**src/rtl/erg_pkg.sv**
```systemverilog
// ---------------------------------------------------------------------------
// Encoder rotation tap generator package
// Shared widths, codes, interface structs and the step count clamp.
// ---------------------------------------------------------------------------
package erg_pkg;

    // Layer store
    localparam int LAYERS  = 8;
    localparam int LAYER_W = 3;

    // Tap run limits
    localparam int MAX_TAPS = 32;
    localparam int TAP_W    = $clog2(MAX_TAPS + 1);
    localparam int PEND_W   = TAP_W + 1;

    // Field widths
    localparam int ACT_W    = 2;
    localparam int WHOLE_W  = 10;
    localparam int MICRO_W  = 21;
    localparam int TPR_W    = 9;
    localparam int HOLD_W   = 16;

    // Configuration port
    localparam int CFG_IDX_W  = 1;
    localparam int CFG_DATA_W = 16;
    localparam logic [CFG_IDX_W-1:0] CFG_TPR  = 1'd0;
    localparam logic [CFG_IDX_W-1:0] CFG_HOLD = 1'd1;

    // Request codes
    localparam logic [ACT_W-1:0] ACT_ACCEPT  = 2'd0;
    localparam logic [ACT_W-1:0] ACT_TRIGGER = 2'd1;

    // Shared divider widths
    localparam int DVD_W  = 22;
    localparam int DVR_W  = 20;
    localparam int ITER_W = 5;

    // Arithmetic constants
    localparam logic [DVR_W-1:0] MICRO_PER_DEG = 20'd1000000;
    localparam logic [TPR_W-1:0] FULL_TURN     = 9'd360;

    // Divider command and response
    typedef struct packed {
        logic              start;
        logic [DVD_W-1:0]  dividend;
        logic [DVR_W-1:0]  divisor;
        logic [ITER_W-1:0] iters;
    } div_req_t;

    typedef struct packed {
        logic             done;
        logic [DVD_W-1:0] quotient;
        logic [DVR_W-1:0] remainder;
    } div_rsp_t;

    // Tap run command
    typedef struct packed {
        logic              start;
        logic              clockwise;
        logic [TAP_W-1:0]  count;
        logic [HOLD_W-1:0] hold;
    } tap_req_t;

    // Saturate a signed step count to plus or minus MAX_TAPS.
    function automatic logic signed [PEND_W-1:0] clamp_taps(input logic signed [DVD_W-1:0] n);
        logic signed [DVD_W-1:0] hi;
        logic signed [DVD_W-1:0] lo;
        hi = $signed(DVD_W'(MAX_TAPS));
        lo = -hi;
        if (n > hi)
        begin
            return PEND_W'(hi);
        end
        else if (n < lo)
        begin
            return PEND_W'(lo);
        end
        return PEND_W'(n);
    endfunction

endpackage

```
**src/rtl/erg_divider.sv**
```systemverilog
// ---------------------------------------------------------------------------
// Shared restoring divider
// Unsigned division, one quotient bit per cycle. The dividend arrives
// left-aligned so that only the given number of iterations is run.
// ---------------------------------------------------------------------------
module erg_divider (
    input  logic              clk,
    input  logic              rst_n,
    input  erg_pkg::div_req_t req,
    output erg_pkg::div_rsp_t rsp
);
    import erg_pkg::*;

    logic              busy_reg;
    logic              done_reg;
    logic [ITER_W-1:0] cnt_reg;
    logic [DVR_W-1:0]  rem_reg;
    logic [DVD_W-1:0]  quo_reg;
    logic [DVR_W-1:0]  dvsr_reg;

    logic [DVR_W:0]    shifted;
    logic [DVR_W:0]    diff;
    logic              fits;
    logic [DVR_W-1:0]  rem_next;

    // One trial subtraction per cycle
    always_comb
    begin
        shifted  = {rem_reg, quo_reg[DVD_W-1]};
        diff     = shifted - {1'b0, dvsr_reg};
        fits     = !diff[DVR_W];
        rem_next = fits ? diff[DVR_W-1:0] : shifted[DVR_W-1:0];
    end

    // Control
    always_ff @(posedge clk or negedge rst_n)
    begin
        if (!rst_n)
        begin
            busy_reg <= 1'b0;
            done_reg <= 1'b0;
            cnt_reg  <= '0;
        end
        else if (req.start && !busy_reg)
        begin
            busy_reg <= 1'b1;
            done_reg <= 1'b0;
            cnt_reg  <= req.iters;
        end
        else if (busy_reg)
        begin
            cnt_reg <= cnt_reg - 1'b1;
            if (cnt_reg == ITER_W'(1))
            begin
                busy_reg <= 1'b0;
                done_reg <= 1'b1;
            end
        end
        else
        begin
            done_reg <= 1'b0;
        end
    end

    // Datapath
    always_ff @(posedge clk)
    begin
        if (req.start && !busy_reg)
        begin
            rem_reg  <= '0;
            quo_reg  <= req.dividend;
            dvsr_reg <= req.divisor;
        end
        else if (busy_reg)
        begin
            rem_reg <= rem_next;
            quo_reg <= {quo_reg[DVD_W-2:0], fits};
        end
    end

    assign rsp.done      = done_reg;
    assign rsp.quotient  = quo_reg;
    assign rsp.remainder = rem_reg;

endmodule

```
**src/rtl/erg_tap_emitter.sv**
```systemverilog
// ---------------------------------------------------------------------------
// Tap run emitter
// Plays out press and release beats for a run of steps through a
// registered output stage.
// ---------------------------------------------------------------------------
module erg_tap_emitter (
    input  logic                         clk,
    input  logic                         rst_n,
    input  erg_pkg::tap_req_t            req,
    output logic                         busy,
    output logic                         out_valid,
    input  logic                         out_stall,
    output logic                         clockwise,
    output logic                         press,
    output logic [erg_pkg::HOLD_W-1:0]   hold_ms,
    output logic                         last
);
    import erg_pkg::*;

    logic              busy_reg;
    logic              cw_reg;
    logic [HOLD_W-1:0] hold_reg;
    logic [TAP_W-1:0]  left_reg;
    logic              release_reg;

    logic              out_valid_reg;
    logic              out_cw_reg;
    logic              out_press_reg;
    logic [HOLD_W-1:0] out_hold_reg;
    logic              out_last_reg;

    logic              load;

    // During a run, a beat is loaded whenever the output stage is empty or being taken
    assign load = busy_reg && (!out_valid_reg || !out_stall);

    // Run control and output valid
    always_ff @(posedge clk or negedge rst_n)
    begin
        if (!rst_n)
        begin
            busy_reg      <= 1'b0;
            release_reg   <= 1'b0;
            left_reg      <= '0;
            out_valid_reg <= 1'b0;
        end
        else
        begin
            if (req.start && !busy_reg)
            begin
                busy_reg    <= 1'b1;
                release_reg <= 1'b0;
                left_reg    <= req.count;
            end
            else if (load)
            begin
                release_reg <= !release_reg;
                if (release_reg)
                begin
                    left_reg <= left_reg - 1'b1;
                    if (left_reg == TAP_W'(1))
                    begin
                        busy_reg <= 1'b0;
                    end
                end
            end

            if (load)
            begin
                out_valid_reg <= 1'b1;
            end
            else if (!out_stall)
            begin
                out_valid_reg <= 1'b0;
            end
        end
    end

    // Run payload and output beat contents
    always_ff @(posedge clk)
    begin
        if (req.start && !busy_reg)
        begin
            cw_reg   <= req.clockwise;
            hold_reg <= req.hold;
        end
        if (load)
        begin
            out_cw_reg    <= cw_reg;
            out_press_reg <= !release_reg;
            out_hold_reg  <= release_reg ? '0 : hold_reg;
            out_last_reg  <= release_reg && (left_reg == TAP_W'(1));
        end
    end

    assign busy      = busy_reg;
    assign out_valid = out_valid_reg;
    assign clockwise = out_cw_reg;
    assign press     = out_press_reg;
    assign hold_ms   = out_hold_reg;
    assign last      = out_last_reg;

endmodule

```
**src/rtl/encoder_rotation_tap_generator.sv**
```systemverilog
// ---------------------------------------------------------------------------
// Encoder rotation tap generator
// Turns per-layer rotation reports into runs of press and release taps.
// ---------------------------------------------------------------------------
// Usage:
// The input channel (in_valid / in_stall) carries one request per beat:
// rotation data, a trigger or a clear for one layer. The output channel
// (out_valid / out_stall) carries one tap event per beat. Registers must be
// written through cfg_we / cfg_index / cfg_data while the block is idle; the
// block itself does not enforce this. Rotation data with non-zero whole
// degrees first folds the millionths into whole degrees by compare and
// subtract (one step per cycle, at most two), then runs two divisions on one
// shared restoring divider (9 and 10 iterations, one bit per cycle). Raw step
// data and clears finish in the decode state. A trigger with n pending steps
// produces 2n beats, one per cycle when the receiver does not stall; the
// input stays stalled until the last beat has entered the output register.
// A stall on the output simply holds the current beat and pauses the run.
// Reset clears all layer remainders and pending counts and restores 20 steps
// per rotation and a 5 ms hold.
// ---------------------------------------------------------------------------
module encoder_rotation_tap_generator (
    input  logic                                clk,
    input  logic                                rst_n,
    input  logic                                cfg_we,
    input  logic [erg_pkg::CFG_IDX_W-1:0]       cfg_index,
    input  logic [erg_pkg::CFG_DATA_W-1:0]      cfg_data,
    input  logic                                in_valid,
    output logic                                in_stall,
    input  logic [erg_pkg::ACT_W-1:0]           action,
    input  logic [erg_pkg::LAYER_W-1:0]         layer,
    input  logic signed [erg_pkg::WHOLE_W-1:0]  whole_degrees,
    input  logic signed [erg_pkg::MICRO_W-1:0]  micro_degrees,
    output logic                                out_valid,
    input  logic                                out_stall,
    output logic                                clockwise,
    output logic                                press,
    output logic [erg_pkg::HOLD_W-1:0]          hold_ms,
    output logic                                last
);
    import erg_pkg::*;

    typedef enum logic [5:0] {
        ST_IDLE   = 6'b000001,
        ST_DECODE = 6'b000010,
        ST_MICRO  = 6'b000100,
        ST_STEP   = 6'b001000,
        ST_QUOT   = 6'b010000,
        ST_TAPS   = 6'b100000
    } state_t;

    state_t state_reg;
    state_t state_next;

    // Configuration registers
    logic [TPR_W-1:0]  tpr_reg;
    logic [HOLD_W-1:0] hold_reg;

    // Captured request
    logic [ACT_W-1:0]          act_reg;
    logic [LAYER_W-1:0]        layer_reg;
    logic signed [WHOLE_W-1:0] whole_reg;
    logic signed [MICRO_W-1:0] micro_reg;

    // Working values
    logic signed [11:0] rw_reg;
    logic signed [11:0] rw_next;
    logic               rm_neg_reg;
    logic [MICRO_W-1:0] rm_mag_reg;
    logic               rm_carry;

    // Per-layer state
    logic signed [WHOLE_W-1:0] rem_whole_reg [LAYERS];
    logic signed [MICRO_W-1:0] rem_micro_reg [LAYERS];
    logic signed [PEND_W-1:0]  pend_reg      [LAYERS];

    div_req_t div_req;
    div_rsp_t div_rsp;
    tap_req_t tap_req;
    logic     tap_busy;

    logic                      in_accept;
    logic                      layer_ok;
    logic signed [WHOLE_W-1:0] cur_rw;
    logic signed [MICRO_W-1:0] cur_rm;
    logic signed [PEND_W-1:0]  cur_pend;
    logic signed [DVD_W-1:0]   rm_sum;
    logic [DVD_W-1:0]          rm_mag;
    logic signed [11:0]        rw_base;
    logic [11:0]               rw_mag;
    logic [TPR_W-1:0]          tpr_eff;
    logic signed [MICRO_W-1:0] rm_new;
    logic [10:0]               q_step;
    logic signed [WHOLE_W-1:0] rw_new;
    logic signed [PEND_W-1:0]  pend_raw;
    logic signed [PEND_W-1:0]  pend_div;

    // Configuration writes
    always_ff @(posedge clk or negedge rst_n)
    begin
        if (!rst_n)
        begin
            tpr_reg  <= TPR_W'(20);
            hold_reg <= HOLD_W'(5);
        end
        else if (cfg_we)
        begin
            if (cfg_index == CFG_TPR)
            begin
                tpr_reg <= cfg_data[TPR_W-1:0];
            end
            else if (cfg_index == CFG_HOLD)
            begin
                hold_reg <= cfg_data[HOLD_W-1:0];
            end
        end
    end

    assign in_stall  = (state_reg != ST_IDLE);
    assign in_accept = in_valid && !in_stall;

    // Request capture
    always_ff @(posedge clk)
    begin
        if (in_accept)
        begin
            act_reg   <= action;
            layer_reg <= layer;
            whole_reg <= whole_degrees;
            micro_reg <= micro_degrees;
        end
    end

    // Layer state read and the arithmetic around the divider
    always_comb
    begin
        layer_ok = ({1'b0, layer_reg} < (LAYER_W + 1)'(LAYERS));
        cur_rw   = rem_whole_reg[layer_reg];
        cur_rm   = rem_micro_reg[layer_reg];
        cur_pend = pend_reg[layer_reg];

        rm_sum  = {cur_rm[MICRO_W-1], cur_rm} + {micro_reg[MICRO_W-1], micro_reg};
        rm_mag  = rm_sum[DVD_W-1] ? DVD_W'(-rm_sum) : DVD_W'(rm_sum);
        rw_base = {{2{cur_rw[WHOLE_W-1]}}, cur_rw} + {{2{whole_reg[WHOLE_W-1]}}, whole_reg};
        rw_mag  = rw_reg[11] ? 12'(-rw_reg) : 12'(rw_reg);

        // Out-of-range step counts fold to the nearest valid value
        if (tpr_reg == '0)
        begin
            tpr_eff = TPR_W'(1);
        end
        else if (tpr_reg > FULL_TURN)
        begin
            tpr_eff = FULL_TURN;
        end
        else
        begin
            tpr_eff = tpr_reg;
        end

        // Truncating fold: each whole degree taken from the millionths moves
        // the whole part one step in the direction of the millionths' sign
        rm_carry = (rm_mag_reg >= {1'b0, MICRO_PER_DEG});
        rw_next  = rm_neg_reg ? rw_reg - 12'sd1 : rw_reg + 12'sd1;
        rm_new   = rm_neg_reg ? -$signed({1'b0, rm_mag_reg[MICRO_W-2:0]})
                              : $signed({1'b0, rm_mag_reg[MICRO_W-2:0]});

        q_step   = {1'b0, div_rsp.quotient[9:0]};
        rw_new   = rw_reg[11] ? -$signed({1'b0, div_rsp.remainder[8:0]})
                              : $signed({1'b0, div_rsp.remainder[8:0]});
        pend_div = clamp_taps(rw_reg[11] ? -$signed({11'b0, q_step})
                                         : $signed({11'b0, q_step}));
        pend_raw = clamp_taps({micro_reg[MICRO_W-1], micro_reg});
    end

    // Sequencer
    always_comb
    begin
        state_next       = state_reg;
        div_req.start    = 1'b0;
        div_req.dividend = '0;
        div_req.divisor  = '0;
        div_req.iters    = '0;
        tap_req.start     = 1'b0;
        tap_req.clockwise = !cur_pend[PEND_W-1];
        tap_req.count     = cur_pend[PEND_W-1] ? TAP_W'(-cur_pend) : TAP_W'(cur_pend);
        tap_req.hold      = hold_reg;

        case (state_reg)
            ST_IDLE:
            begin
                if (in_accept)
                begin
                    state_next = ST_DECODE;
                end
            end
            ST_DECODE:
            begin
                state_next = ST_IDLE;
                if (layer_ok && act_reg == ACT_ACCEPT && whole_reg != '0)
                begin
                    // Fold millionths into whole degrees
                    state_next = ST_MICRO;
                end
                else if (layer_ok && act_reg == ACT_TRIGGER && cur_pend != '0)
                begin
                    tap_req.start = 1'b1;
                    state_next    = ST_TAPS;
                end
            end
            ST_MICRO:
            begin
                if (!rm_carry)
                begin
                    // Degrees per step
                    div_req.start    = 1'b1;
                    div_req.dividend = {FULL_TURN, 13'b0};
                    div_req.divisor  = DVR_W'(tpr_eff);
                    div_req.iters    = ITER_W'(9);
                    state_next       = ST_STEP;
                end
            end
            ST_STEP:
            begin
                if (div_rsp.done)
                begin
                    // Whole degrees into steps
                    div_req.start    = 1'b1;
                    div_req.dividend = {rw_mag[9:0], 12'b0};
                    div_req.divisor  = DVR_W'(div_rsp.quotient[TPR_W-1:0]);
                    div_req.iters    = ITER_W'(10);
                    state_next       = ST_QUOT;
                end
            end
            ST_QUOT:
            begin
                if (div_rsp.done)
                begin
                    state_next = ST_IDLE;
                end
            end
            ST_TAPS:
            begin
                if (!tap_busy)
                begin
                    state_next = ST_IDLE;
                end
            end
            default:
            begin
                state_next = ST_IDLE;
            end
        endcase
    end

    always_ff @(posedge clk or negedge rst_n)
    begin
        if (!rst_n)
        begin
            state_reg <= ST_IDLE;
        end
        else
        begin
            state_reg <= state_next;
        end
    end

    // Working registers
    always_ff @(posedge clk)
    begin
        if (state_reg == ST_DECODE)
        begin
            rw_reg     <= rw_base;
            rm_neg_reg <= rm_sum[DVD_W-1];
            rm_mag_reg <= rm_mag[MICRO_W-1:0];
        end
        else if (state_reg == ST_MICRO && rm_carry)
        begin
            rw_reg     <= rw_next;
            rm_mag_reg <= rm_mag_reg - {1'b0, MICRO_PER_DEG};
        end
    end

    // Per-layer remainder and pending count updates
    always_ff @(posedge clk or negedge rst_n)
    begin
        if (!rst_n)
        begin
            for (int i = 0; i < LAYERS; i++)
            begin
                rem_whole_reg[i] <= '0;
                rem_micro_reg[i] <= '0;
                pend_reg[i]      <= '0;
            end
        end
        else
        begin
            if (state_reg == ST_DECODE && layer_ok)
            begin
                if (act_reg == ACT_ACCEPT)
                begin
                    if (whole_reg == '0)
                    begin
                        pend_reg[layer_reg] <= pend_raw;
                    end
                end
                else if (act_reg != ACT_TRIGGER)
                begin
                    pend_reg[layer_reg] <= '0;
                end
            end
            if (state_reg == ST_MICRO && !rm_carry)
            begin
                rem_micro_reg[layer_reg] <= rm_new;
            end
            if (state_reg == ST_QUOT && div_rsp.done)
            begin
                rem_whole_reg[layer_reg] <= rw_new;
                pend_reg[layer_reg]      <= pend_div;
            end
        end
    end

    // Shared divider
    erg_divider u_divider (
        .clk   (clk),
        .rst_n (rst_n),
        .req   (div_req),
        .rsp   (div_rsp)
    );

    // Tap run output
    erg_tap_emitter u_emitter (
        .clk       (clk),
        .rst_n     (rst_n),
        .req       (tap_req),
        .busy      (tap_busy),
        .out_valid (out_valid),
        .out_stall (out_stall),
        .clockwise (clockwise),
        .press     (press),
        .hold_ms   (hold_ms),
        .last      (last)
    );

endmodule

```
**config.mk**
```make
export PLATFORM = sky130hd
export DESIGN_NAME = encoder_rotation_tap_generator
export DESIGN_NICKNAME = d
export VERILOG_FILES = /design/src/rtl/erg_pkg.sv /design/src/rtl/erg_divider.sv /design/src/rtl/erg_tap_emitter.sv /design/src/rtl/encoder_rotation_tap_generator.sv
export SDC_FILE = /design/constraint.sdc
export NUM_CORES = 1
export LEC_CHECK = 0
export BUFFER_PORTS_ARGS = -buffer_cell sky130_fd_sc_hd__buf_4
export CORE_ASPECT_RATIO = 1.4
export CORE_MARGIN = 2
export CORE_UTILIZATION = 50
export CTS_BUF_LIST = sky130_fd_sc_hd__clkbuf_2
export DETAILED_ROUTE_END_ITERATION = 8
export PLACE_DENSITY_LB_ADDON = 0.3
export SYNTH_ARGS = -nofsm -noshare
export SYNTH_HDL_FRONTEND = slang
export SYNTH_SLANG_ARGS = --single-unit
```
**constraint.sdc**
```tcl
create_clock -name clk -period 6.5 [get_ports clk]
set_clock_uncertainty 0.05 [all_clocks]
set_input_delay 1.3 -clock clk [delete_from_list [all_inputs] [get_ports clk]]
set_output_delay 1.3 -clock clk [all_outputs]
set_load 0.005 [all_outputs]
```
# Word level (Yosys, flattened, before mapping)

Cells that the tools add are included.

Register bits after elaboration: 519
Bits of input ports: 58
Word-level logic and storage cells: 213

Add/subtract/negate cells: 14
Order comparisons: 8
Equality and inequality tests: 18
Muxes and demuxes: 83
Bitwise gates (word level): 4
Reduce and logical (&&, ||, !) cells: 36

Operators with widths:

| kind                  | number |
|---|---|
| $mux W56              | 5 |
| $bwmux W168           | 1 |
| $mux W21              | 7 |
| $bwmux W56            | 2 |
| $mux W48              | 2 |
| $pmux W48 S2          | 1 |
| $bwmux W80            | 1 |
| $mux W22              | 3 |
| $mux W6               | 11 |
| $bmux W21 S3          | 1 |
| $demux W21 S3         | 1 |
| $mux W7               | 9 |
| $and A56 B56 Y56      | 1 |
| $not A56 Y56          | 1 |
| $mux W10              | 5 |
| $mux W12              | 3 |
| $pmux W6 S6           | 1 |
| $bmux W10 S3          | 1 |
| $demux W10 S3         | 1 |
| $add A21 B21 Y22      | 1 |
| $gt A22 B7 Y1 const B | 1 |
| $lt A22 B6 Y1 const B | 1 |
| $neg A10 Y22          | 1 |
| $bmux W7 S3           | 1 |
| 49 further kinds      | 101 |

# Depth between registers and ports, before layout

Gate-level depths: netlist of the first run.

Word-level depth: 12
Mapped depth: 21
Depth with buffers taken out: 18

# By module

Synthesis of the first run repeated with hierarchy kept, for this count alone.

Cells, all modules: 2716
Area, all modules: 26688.1 um^2

By module, submodules not included:

| module                         | times used | cells an instance | area each (um^2) | seq. area each (um^2) |
|---|---|---|---|---|
| encoder_rotation_tap_generator | 1          | 2239              | 21072.7          | 10491.3 |
| erg_divider                    | 1          | 375               | 3931.3           | 1836.8 |
| erg_tap_emitter                | 1          | 102               | 1684.1           | 1306.3 |

# Least setup slack after synthesis of the first run

No wires, ideal clock.

Path type: register to register
From: register layer_reg[0]
To: register rm_mag_reg[16] (data pin)
Library setup time: 282 ps
Arrival time: 4500 ps
Required time: 6168 ps
Setup slack: 1669 ps
Stages on the path, launching flop included: 22
Path buffers: 4
Cell sequence: edfxtp_1 > buf_2 > nor2_1 > and2_1 > clkbuf_1 > clkbuf_1 > clkbuf_1 > a22oi_1 > nand4_1 > ha_1 > inv_1 > fa_1 > nor2b_1 > o31a_1 > o211ai_1 > a21boi_1 > nor4_1 > a311oi_1 > nand4b_1 > o41ai_1 > xnor2_1 > a21oi_1

Longest elaborated chain between the ends: 8

Ends and longest elaborated chain:

| item                                            | RTL line                              | RTL |
|---|---|---|
| start, declared                                 | encoder_rotation_tap_generator.sv:60  | `logic [LAYER_W-1:0] layer_reg;` |
| start signal, assigned                          | encoder_rotation_tap_generator.sv:127 | `layer_reg <= layer;` |
| $not A3 Y4 (implied by the code) (*)            | encoder_rotation_tap_generator.sv:138 | `cur_rm = rem_micro_reg[layer_reg];` |
| $bmux W21 S3 (*)                                | encoder_rotation_tap_generator.sv:138 |  |
| $mux W21 (implied by the code) (*) (2 in a row) | encoder_rotation_tap_generator.sv:138 |  |
| $add A21 B21 Y22 (*)                            | encoder_rotation_tap_generator.sv:141 | `rm_sum = {cur_rm[MICRO_W-1], cur_rm} + {micro_reg[MICRO_W-1], micro_reg};` |
| $neg A21 Y21                                    | encoder_rotation_tap_generator.sv:142 | `rm_mag = rm_sum[DVD_W-1] ? DVD_W'(-rm_sum) : DVD_W'(rm_sum);` |
| $mux W21 (*)                                    | encoder_rotation_tap_generator.sv:142 |  |
| $mux W21 (*)                                    | encoder_rotation_tap_generator.sv:270 | `if (state_reg == ST_DECODE)` |
| end signal, assigned                            | encoder_rotation_tap_generator.sv:274 | `rm_mag_reg <= rm_mag[MICRO_W-1:0];` |
| end signal, assigned                            | encoder_rotation_tap_generator.sv:279 | `rm_mag_reg <= rm_mag_reg - {1'b0, MICRO_PER_DEG};` |
| end, declared                                   | encoder_rotation_tap_generator.sv:68  | `logic [MICRO_W-1:0] rm_mag_reg;` |

Every way passes the cells marked *; elsewhere a longest branch is shown, timed or not. The select of a mux whose other input is x is not followed.
A chain may end at the register's enable or synchronous reset.

# Final worst setup path of the first run

From: register layer_reg[2]
To: register rm_mag_reg[16] (data pin)

Same word-level chain as after synthesis.

==> results of run 1 <==
-- path summary, 6_finish.rpt --
kind / start / to
setup / recovery: layer_reg[2] / rm_mag_reg[16]
hold / removal: layer[0] / layer_reg[0]
setup reg to reg: layer_reg[2] / rm_mag_reg[16]
hold reg to reg: u_emitter.cw_reg / u_emitter.clockwise
max in group asynchronous: rst_n / rem_micro_reg[39]
min in group asynchronous: rst_n / pend_reg[17]
-- power by group through the flow --
stage	Clock [mW]	Combinational [mW]	Sequential (mW)
2_1_floorplan	0	1.59	3.94
3_3_place_gp	0	2.08	4.10
3_5_place_dp	0	2.14	4.12
4_1_cts	2.23	2.16	4.05
5_1_grt	2.39	2.39	4.10
6_report	2.18	2.16	4.06
-- final cells by class --
| class | instances | area [um^2] |
|---|---|---|
| diodes | 1 | 2.50 |
| clock inverters | 44 | 238 |
| repair buffers | 118 | 908 |
| flip-flops and latches | 508 | 13300 |
| well taps | 643 | 805 |
| clock buffers | 186 | 931 |
| inverters | 66 | 248 |
| multi-input cells | 1835 | 11000 |
| fillers | 4390 | 22400 |
-- synth_stat cells, types with 8 or more instances --
cell type,instances
o31ai_1,13
edfxtp_1,137
and2_1,26
a21oi_1,133
a31oi_1,12
and3_1,17
o21ai_0,68
nor3_1,36
o22ai_1,10
dfxtp_1,20
mux2_2,24
o21ai_1,271
a221oi_1,11
nor2b_1,33
a32oi_1,8
nor2_1,178
xor2_1,56
dfrtp_1,346
inv_1,61
o21a_1,10
buf_1,12
or3_1,10
a21o_1,15
ha_1,63
xnor2_1,63
mux2i_1,19
a22oi_1,151
nor4_1,18
nand2b_1,13
nand2_1,385
nand4_1,34
nand3_1,25
clkbuf_1,133
a22o_1,26
-- through the flow --
| stage | total power, mW | hold WS [ns] | setup slack (ns) |
|---|---|---|---|
| finish | 8.40 | 0.226 | 1.01 |
| global route | 8.88 | 0.162 | 0.687 |
| CTS | 8.44 | 0.113 | 1.12 |
| detailed placement | 6.26 | 0.379 | 1.17 |
| global placement | 6.19 | 0.355 | 1.31 |
| floorplan | 5.53 | 0.350 | 1.67 |
-- cell families (layout without fill, tap and decap cells) --
group,Yosys count,after routing,synth area share
and+or+nand+nor,816,816,0.149
AOI/OAI and AO/OA,786,786,0.191
DFF,508,508,0.529
buffers and inverters,218,414,0.0334
xor gates and xnor gates,119,119,0.0414
adders and majority gates,67,67,0.0345
muxes,47,47,0.0214
other,0,1,0
-- per-layer routing --
metal / GRT usage / part of all wire
met5: 0 / 0
met4: 0.165 / 0.058
met3: 0.0439 / 0.060
met2: 0.477 / 0.52
met1: 0.294 / 0.37
-- worst register-to-register path: stages (launching register included) --
cell and delay, ns:
edfxtp_1 0.93, and2_1 0.73, a22oi_1 0.15, nand4_1 0.16
ha_1 0.22, inv_1 0.07, fa_1 0.41, nor2b_1 0.20
o31a_1 0.27, o211ai_1 0.25, a21boi_1 0.30, nor4_1 0.08
a311oi_1 0.45, nand4b_1 0.30, o41ai_1 0.39, xnor2_1 0.17
a21oi_1 0.09
-- what timing repair did --
item                                    4_1_cts  5_1_grt
endpoints found under the hold margin        38        0
hold buffers                                  1        0
endpoints found under the setup margin        0        0
buffers inserted                              0        0
==> impl_metrics.py, run 1 <==
metrics = {
    "grt": {
        "grt_max_degree": 161,
        "antenna_found_initial": 1,
        "grt_overflow": 0,
        "grt_pass1_wl_mm": 110,
        "grt_pass1_vias": 20200,
        "grt_util_all_layers": 0.266,
    },
    "route": {
        "drc": 0,
        "ant_nets": 0,
        "drt_iter0_markers": 1706,
        "wl_per_cell_um": 20.6,
        "vias": 20300,
        "viasPerCell": 5.98,
        "routed_wl_mm": 69.9,
        "dr.pass1.iters": 6,
    },
    "cts": {
        "numCtsBuffers": 121,
        "insertion_delay_ns": 1.22,
        "cts.sinks": 508,
        "clockBufferDepth": 3,
        "cts_tree": "built",
        "cts-root-buf": "clkbuf_2",
        "h-tree-depth": 3,
        "clk_pin_slew_ns": 0.14,
        "cts-resized-gates": 0,
    },
    "power_and_ir_drop": {
        "netSwitchingPower_mw": 3.06,
        "power.share.clock": 0.259,
        "p_comb_frac": 0.258,
        "leakage_nw": 11.8,
        "p_sw_frac": 0.365,
        "powerDensity_mw_per_mm2": 306,
        "internal_power_mw": 5.33,
        "vdd_drop_max_mv": 0.189,
        "power_frac_seq": 0.483,
    },
    "cells_and_area": {
        "finalNonFillerCells": 3401,
        "syn2layout_area_growth_pct": 9.27,
        "largest_reg_flops": 168,
        "design_area_mm2": 0.0275,
        "nets": 2775,
        "drive_gt1_frac": 0.134,
        "final_common_cell": "nand2_1",
        "mostFrequentLayoutCells": "385 x nand2_1, 346 x dfrtp_1, 271 x o21ai_1",
        "fin_util": 0.551,
    },
    "worst_setup_path": {
        "crit_buf_inv": 1,
        "cpMaxStageDelayCell": "edfxtp_1",
        "startpoint_type": "register",
        "critPathRequiredTime_ns": 7.31,
        "crit_chain": "and2_1, a22oi_1, nand4_1, ha_1, inv_1, fa_1, nor2b_1, o31a_1, o211ai_1, a21boi_1, nor4_1, a311oi_1, nand4b_1, o41ai_1, xnor2_1, a21oi_1",
        "path_class": "reg -> reg",
        "cp.depth": 16,
        "r2r_setup_slack_ns": 1.01,
        "critPathArrivalTime_ns": 6.30,
        "cp_top_family": "compound AO/OA/AOI/OAI gates",
        "reg2reg_depth": 16,
        "endpoint_kind": "register",
        "path_max_fanout": 25,
        "cp_slowest_stage_delay_ns": 0.93,
    },
    "timing": {
        "period_needed_ns": 5.49,
        "rsz0062_at_grt": "false",
        "setup_tns_ns": 0,
        "min_period_over_period": 0.845,
        "tightestPinTransition_ns": 1.20,
        "clock.fmax_ghz": 0.182,
        "finalSetupViolations": 0,
        "slew_headroom": 0.197,
        "hold_violations": 0,
        "final-max-slew-violation-count": 0,
    },
    "placed_design": {
        "dpl.cell_count": 3169,
        "io_buffers": 78,
        "place.gp.congestion": 0.919,
        "dpl_cell_area_mm2": 0.0263,
        "dp_hpwl_mm": 48.4,
    },
    "yosys": {
        "avgSynthCellArea_um2": 9.82,
        "synthArstFlopShare": 0.691,
        "synth_nets": 2686,
        "postSynthCellCount": 2561,
        "ys_ff_latch": 508,
        "synth_area_leaders": "dfrtp_1 34%, edfxtp_1 16%, nand2_1 5.7%",
        "synthFlopType": "dfrtp_1",
        "yosysWarnings": 0,
        "seq_area_frac_synth": 0.529,
        "synth_area_mm2": 0.0251,
        "synth_top_cell_area_share": 0.344,
        "synth_edf_count": 137,
        "synth_cell_types": 85,
        "yosysTopAreaCell": "dfrtp_1",
    },
    "floorplan": {
        "chipWidth_um": 194,
        "fp.dieH_um": 269,
        "die_area_mm2": 0.0521,
        "coreArea_mm2": 0.0499,
        "rows": 97,
        "start_util": 0.504,
        "boundaryPins": 79,
    },
    "run": {
        "cap_violations": 0,
    },
    "min_path": {
        "hold_depth": 1,
        "min_path_type": "in -> reg",
    },
    "status": {
        "status": "complete, no violations",
    },
}
No activity file was read; power rests on OpenSTA's default activity.
==> run 2, diff against run 1 <==
clock period = 5 ns   (was 6.5 ns; I/O delays follow)
==> run 2 against run 1 <==
Routed wire length rose by 3.4%. Total power is 30% higher. Final area rose by 2.7%. Via count is 1.5% higher. Sequential share of layout area decreased by 1.3 points. Setup slack got worse by 0.83 ns. Worst hold slack worse by 0.076 ns. Largest cell class unchanged.
==> impl_metrics.py, run 2 (synthesis gave the netlist of run 1 again) <==
metrics = {
    "status": {
        "status": "complete, no violations",
    },
    "floorplan": {
        "start_util": 0.504,
        "fp.dieH_um": 269,
        "boundaryPins": 79,
        "die_area_mm2": 0.0521,
        "rows": 97,
        "coreArea_mm2": 0.0499,
        "chipWidth_um": 194,
    },
    "worst_setup_path": {
        "endpoint_kind": "register",
        "r2r_end": "rm_mag_reg[16]",
        "crit_chain": "nor2b_1, and2_1, a22o_1, a221o_1, nor3_1, buf_4, inv_1, ha_1, a21o_1, nand4_1, and3_1, nor3_1, or3b_1, nor3_2, nand4b_1, o41ai_1, xnor2_1, a21oi_1",
        "cpMaxStageDelayCell": "edfxtp_1",
        "path_max_fanout": 6,
        "cpMostUsedCell": "nor3_1",
        "cp_slowest_stage_delay_ns": 0.48,
        "critPathRequiredTime_ns": 5.80,
        "reg2reg_depth": 18,
        "r2r_setup_slack_ns": 0.17,
        "r2r-start": "layer_reg[0]",
        "critPathArrivalTime_ns": 5.62,
        "startpoint_type": "register",
        "path_class": "reg -> reg",
    },
    "cells_and_area": {
        "syn2layout_area_growth_pct": 12.2,
        "largest_reg_flops": 168,
        "nFillCells": 4373,
        "drive_gt1_frac": 0.135,
        "mostFrequentLayoutCells": "385 x nand2_1, 346 x dfrtp_1, 271 x o21ai_1",
        "nets": 2858,
        "design_area_mm2": 0.0282,
        "final_common_cell": "nand2_1",
    },
    "power_and_ir_drop": {
        "power.share.clock": 0.242,
        "p_sw_frac": 0.375,
        "vdd_drop_max_mv": 0.254,
        "leakage_nw": 12.1,
        "p_comb_frac": 0.276,
        "internal_power_mw": 6.81,
        "netSwitchingPower_mw": 4.08,
        "powerDensity_mw_per_mm2": 386,
        "power_frac_seq": 0.482,
    },
    "route": {
        "routedLengthMet1_mm": 26.5,
        "drc": 0,
        "ant_nets": 0,
        "viasPerCell": 5.94,
        "vias": 20600,
        "dr.pass1.iters": 6,
        "top_layer": "met4",
        "met2_wirelength_mm": 36.6,
        "wl_per_cell_um": 20.8,
        "drt_iter0_markers": 1609,
        "routed_wl_mm": 72.3,
        "wl_met3_mm": 4.25,
    },
    "placed_design": {
        "io_buffers": 78,
        "dpl_cell_area_mm2": 0.0266,
        "place.gp.congestion": 0.968,
        "dp_hpwl_mm": 49.5,
    },
    "timing": {
        "clock.fmax_ghz": 0.207,
        "hold_violations": 0,
        "setup_tns_ns": 0,
        "period_needed_ns": 4.83,
        "finalSetupViolations": 0,
        "tightestPinTransition_ns": 1.26,
        "min_period_over_period": 0.965,
        "rsz0062_at_grt": "false",
        "final-max-slew-violation-count": 0,
        "slew_headroom": 0.155,
    },
    "grt": {
        "antenna_found_initial": 1,
        "grt_max_degree": 116,
        "grt_util_all_layers": 0.277,
        "grt_pass1_vias": 21200,
        "grt_pass1_wl_mm": 114,
        "grt_overflow": 0,
    },
    "min_path": {
        "min_to": "state_reg[1]",
        "min_path_type": "in -> reg",
        "hold_depth": 3,
        "min_from": "in_valid",
    },
    "cts": {
        "insertion_delay_ns": 1.17,
        "cts.sinks": 508,
        "cts-root-buf": "clkbuf_2",
        "cts_tree": "built",
        "clk_pin_slew_ns": 0.12,
        "h-tree-depth": 3,
        "numCtsBuffers": 118,
        "clockBufferDepth": 3,
    },
    "run": {
        "cap_violations": 0,
    },
}
## run 2: changes by cell type in the layout (fill, tap and decap cells not counted), moves of 2 or more
cell	change
clkbuf_2	-26
bufinv_16	-2
clkinv_2	+5
buf_12	+4
buf_4	+28
clkinv_1	+12
dlygate4sd3_1	+53
## run 2: how the worst max path moves through the flow
stage / from / endpoint / slack (ns) / depth (start not counted)
2_1_floorplan: layer_reg[0] / rm_mag_reg[16] / 0.17 / 21
3_3_place_gp: layer_reg[0] / rm_mag_reg[16] / 0.17 / 18
3_5_place_dp: layer_reg[0] / rm_mag_reg[16] / 0.12 / 18
4_1_cts: layer_reg[0] / rm_mag_reg[16] / 0.06 / 18
5_1_grt: layer_reg[0] / rm_mag_reg[16] / 0.01 / 18
6_report: layer_reg[0] / rm_mag_reg[16] / 0.17 / 18
## run 2: final cells by class
class / instances / area [um^2] / share of cell area
Sequential cell: 508 / 13300 / 0.472
Multi-Input combinational cell: 1835 / 11100 / 0.392
Timing Repair Buffer: 204 / 1730 / 0.0615
Tap cell: 643 / 805 / 0.0285
Clock buffer: 159 / 796 / 0.0282
Clock inverter: 60 / 260 / 0.00922
Inverter: 66 / 248 / 0.00878
Antenna cell: 1 / 2.50 / 0.0000887
## run 2: worst max-delay path: cells and delay by family (launching register included)
kind | cells | cell delay (ns)
adders and majority gates | 1 | 0.29
DFF | 1 | 0.48
and+or+nand+nor | 9 | 2.20
AOI/OAI and AO/OA | 5 | 1.12
xor gates and xnor gates | 1 | 0.17
buffers and inverters | 2 | 0.22
## run 2: through the flow
stage | setup WS, ns | util | instances | hold WS [ns] | total power [mW]
global route | 0.0110 | 0.566 | 3476 | 0.112 | 11.5
floorplan | 0.169 | - | 2561 | 0.350 | 7.19
global placement | 0.167 | 0.533 | 3200 | 0.362 | 8.16
finish | 0.174 | 0.566 | 3476 | 0.151 | 10.9
detailed placement | 0.118 | 0.533 | 3200 | 0.376 | 8.25
CTS | 0.0612 | 0.565 | 3473 | 0.0335 | 10.9
## run 2: power groups by stage
stage	sequential, mW	combinational [mW]	clock (mW)
global placement	5.31	2.85	0
CTS	5.25	2.98	2.70
floorplan	5.12	2.06	0
global route	5.31	3.30	2.92
finish	5.25	3.00	2.64
detailed placement	5.33	2.92	0
## run 2: routing by layer
layer	vias to the layer above	track usage
li1	9668	-
met1	9954	0.299
met2	782	0.487
met3	244	0.0508
met4	0	0.197
met5	-	0
## run 2: timing repair
item,in CTS,in global routing
hold endpoints to repair,150,0
resized for setup,0,4
setup buffers,0,2
hold buffers,54,0
endpoints found under the setup margin,0,13
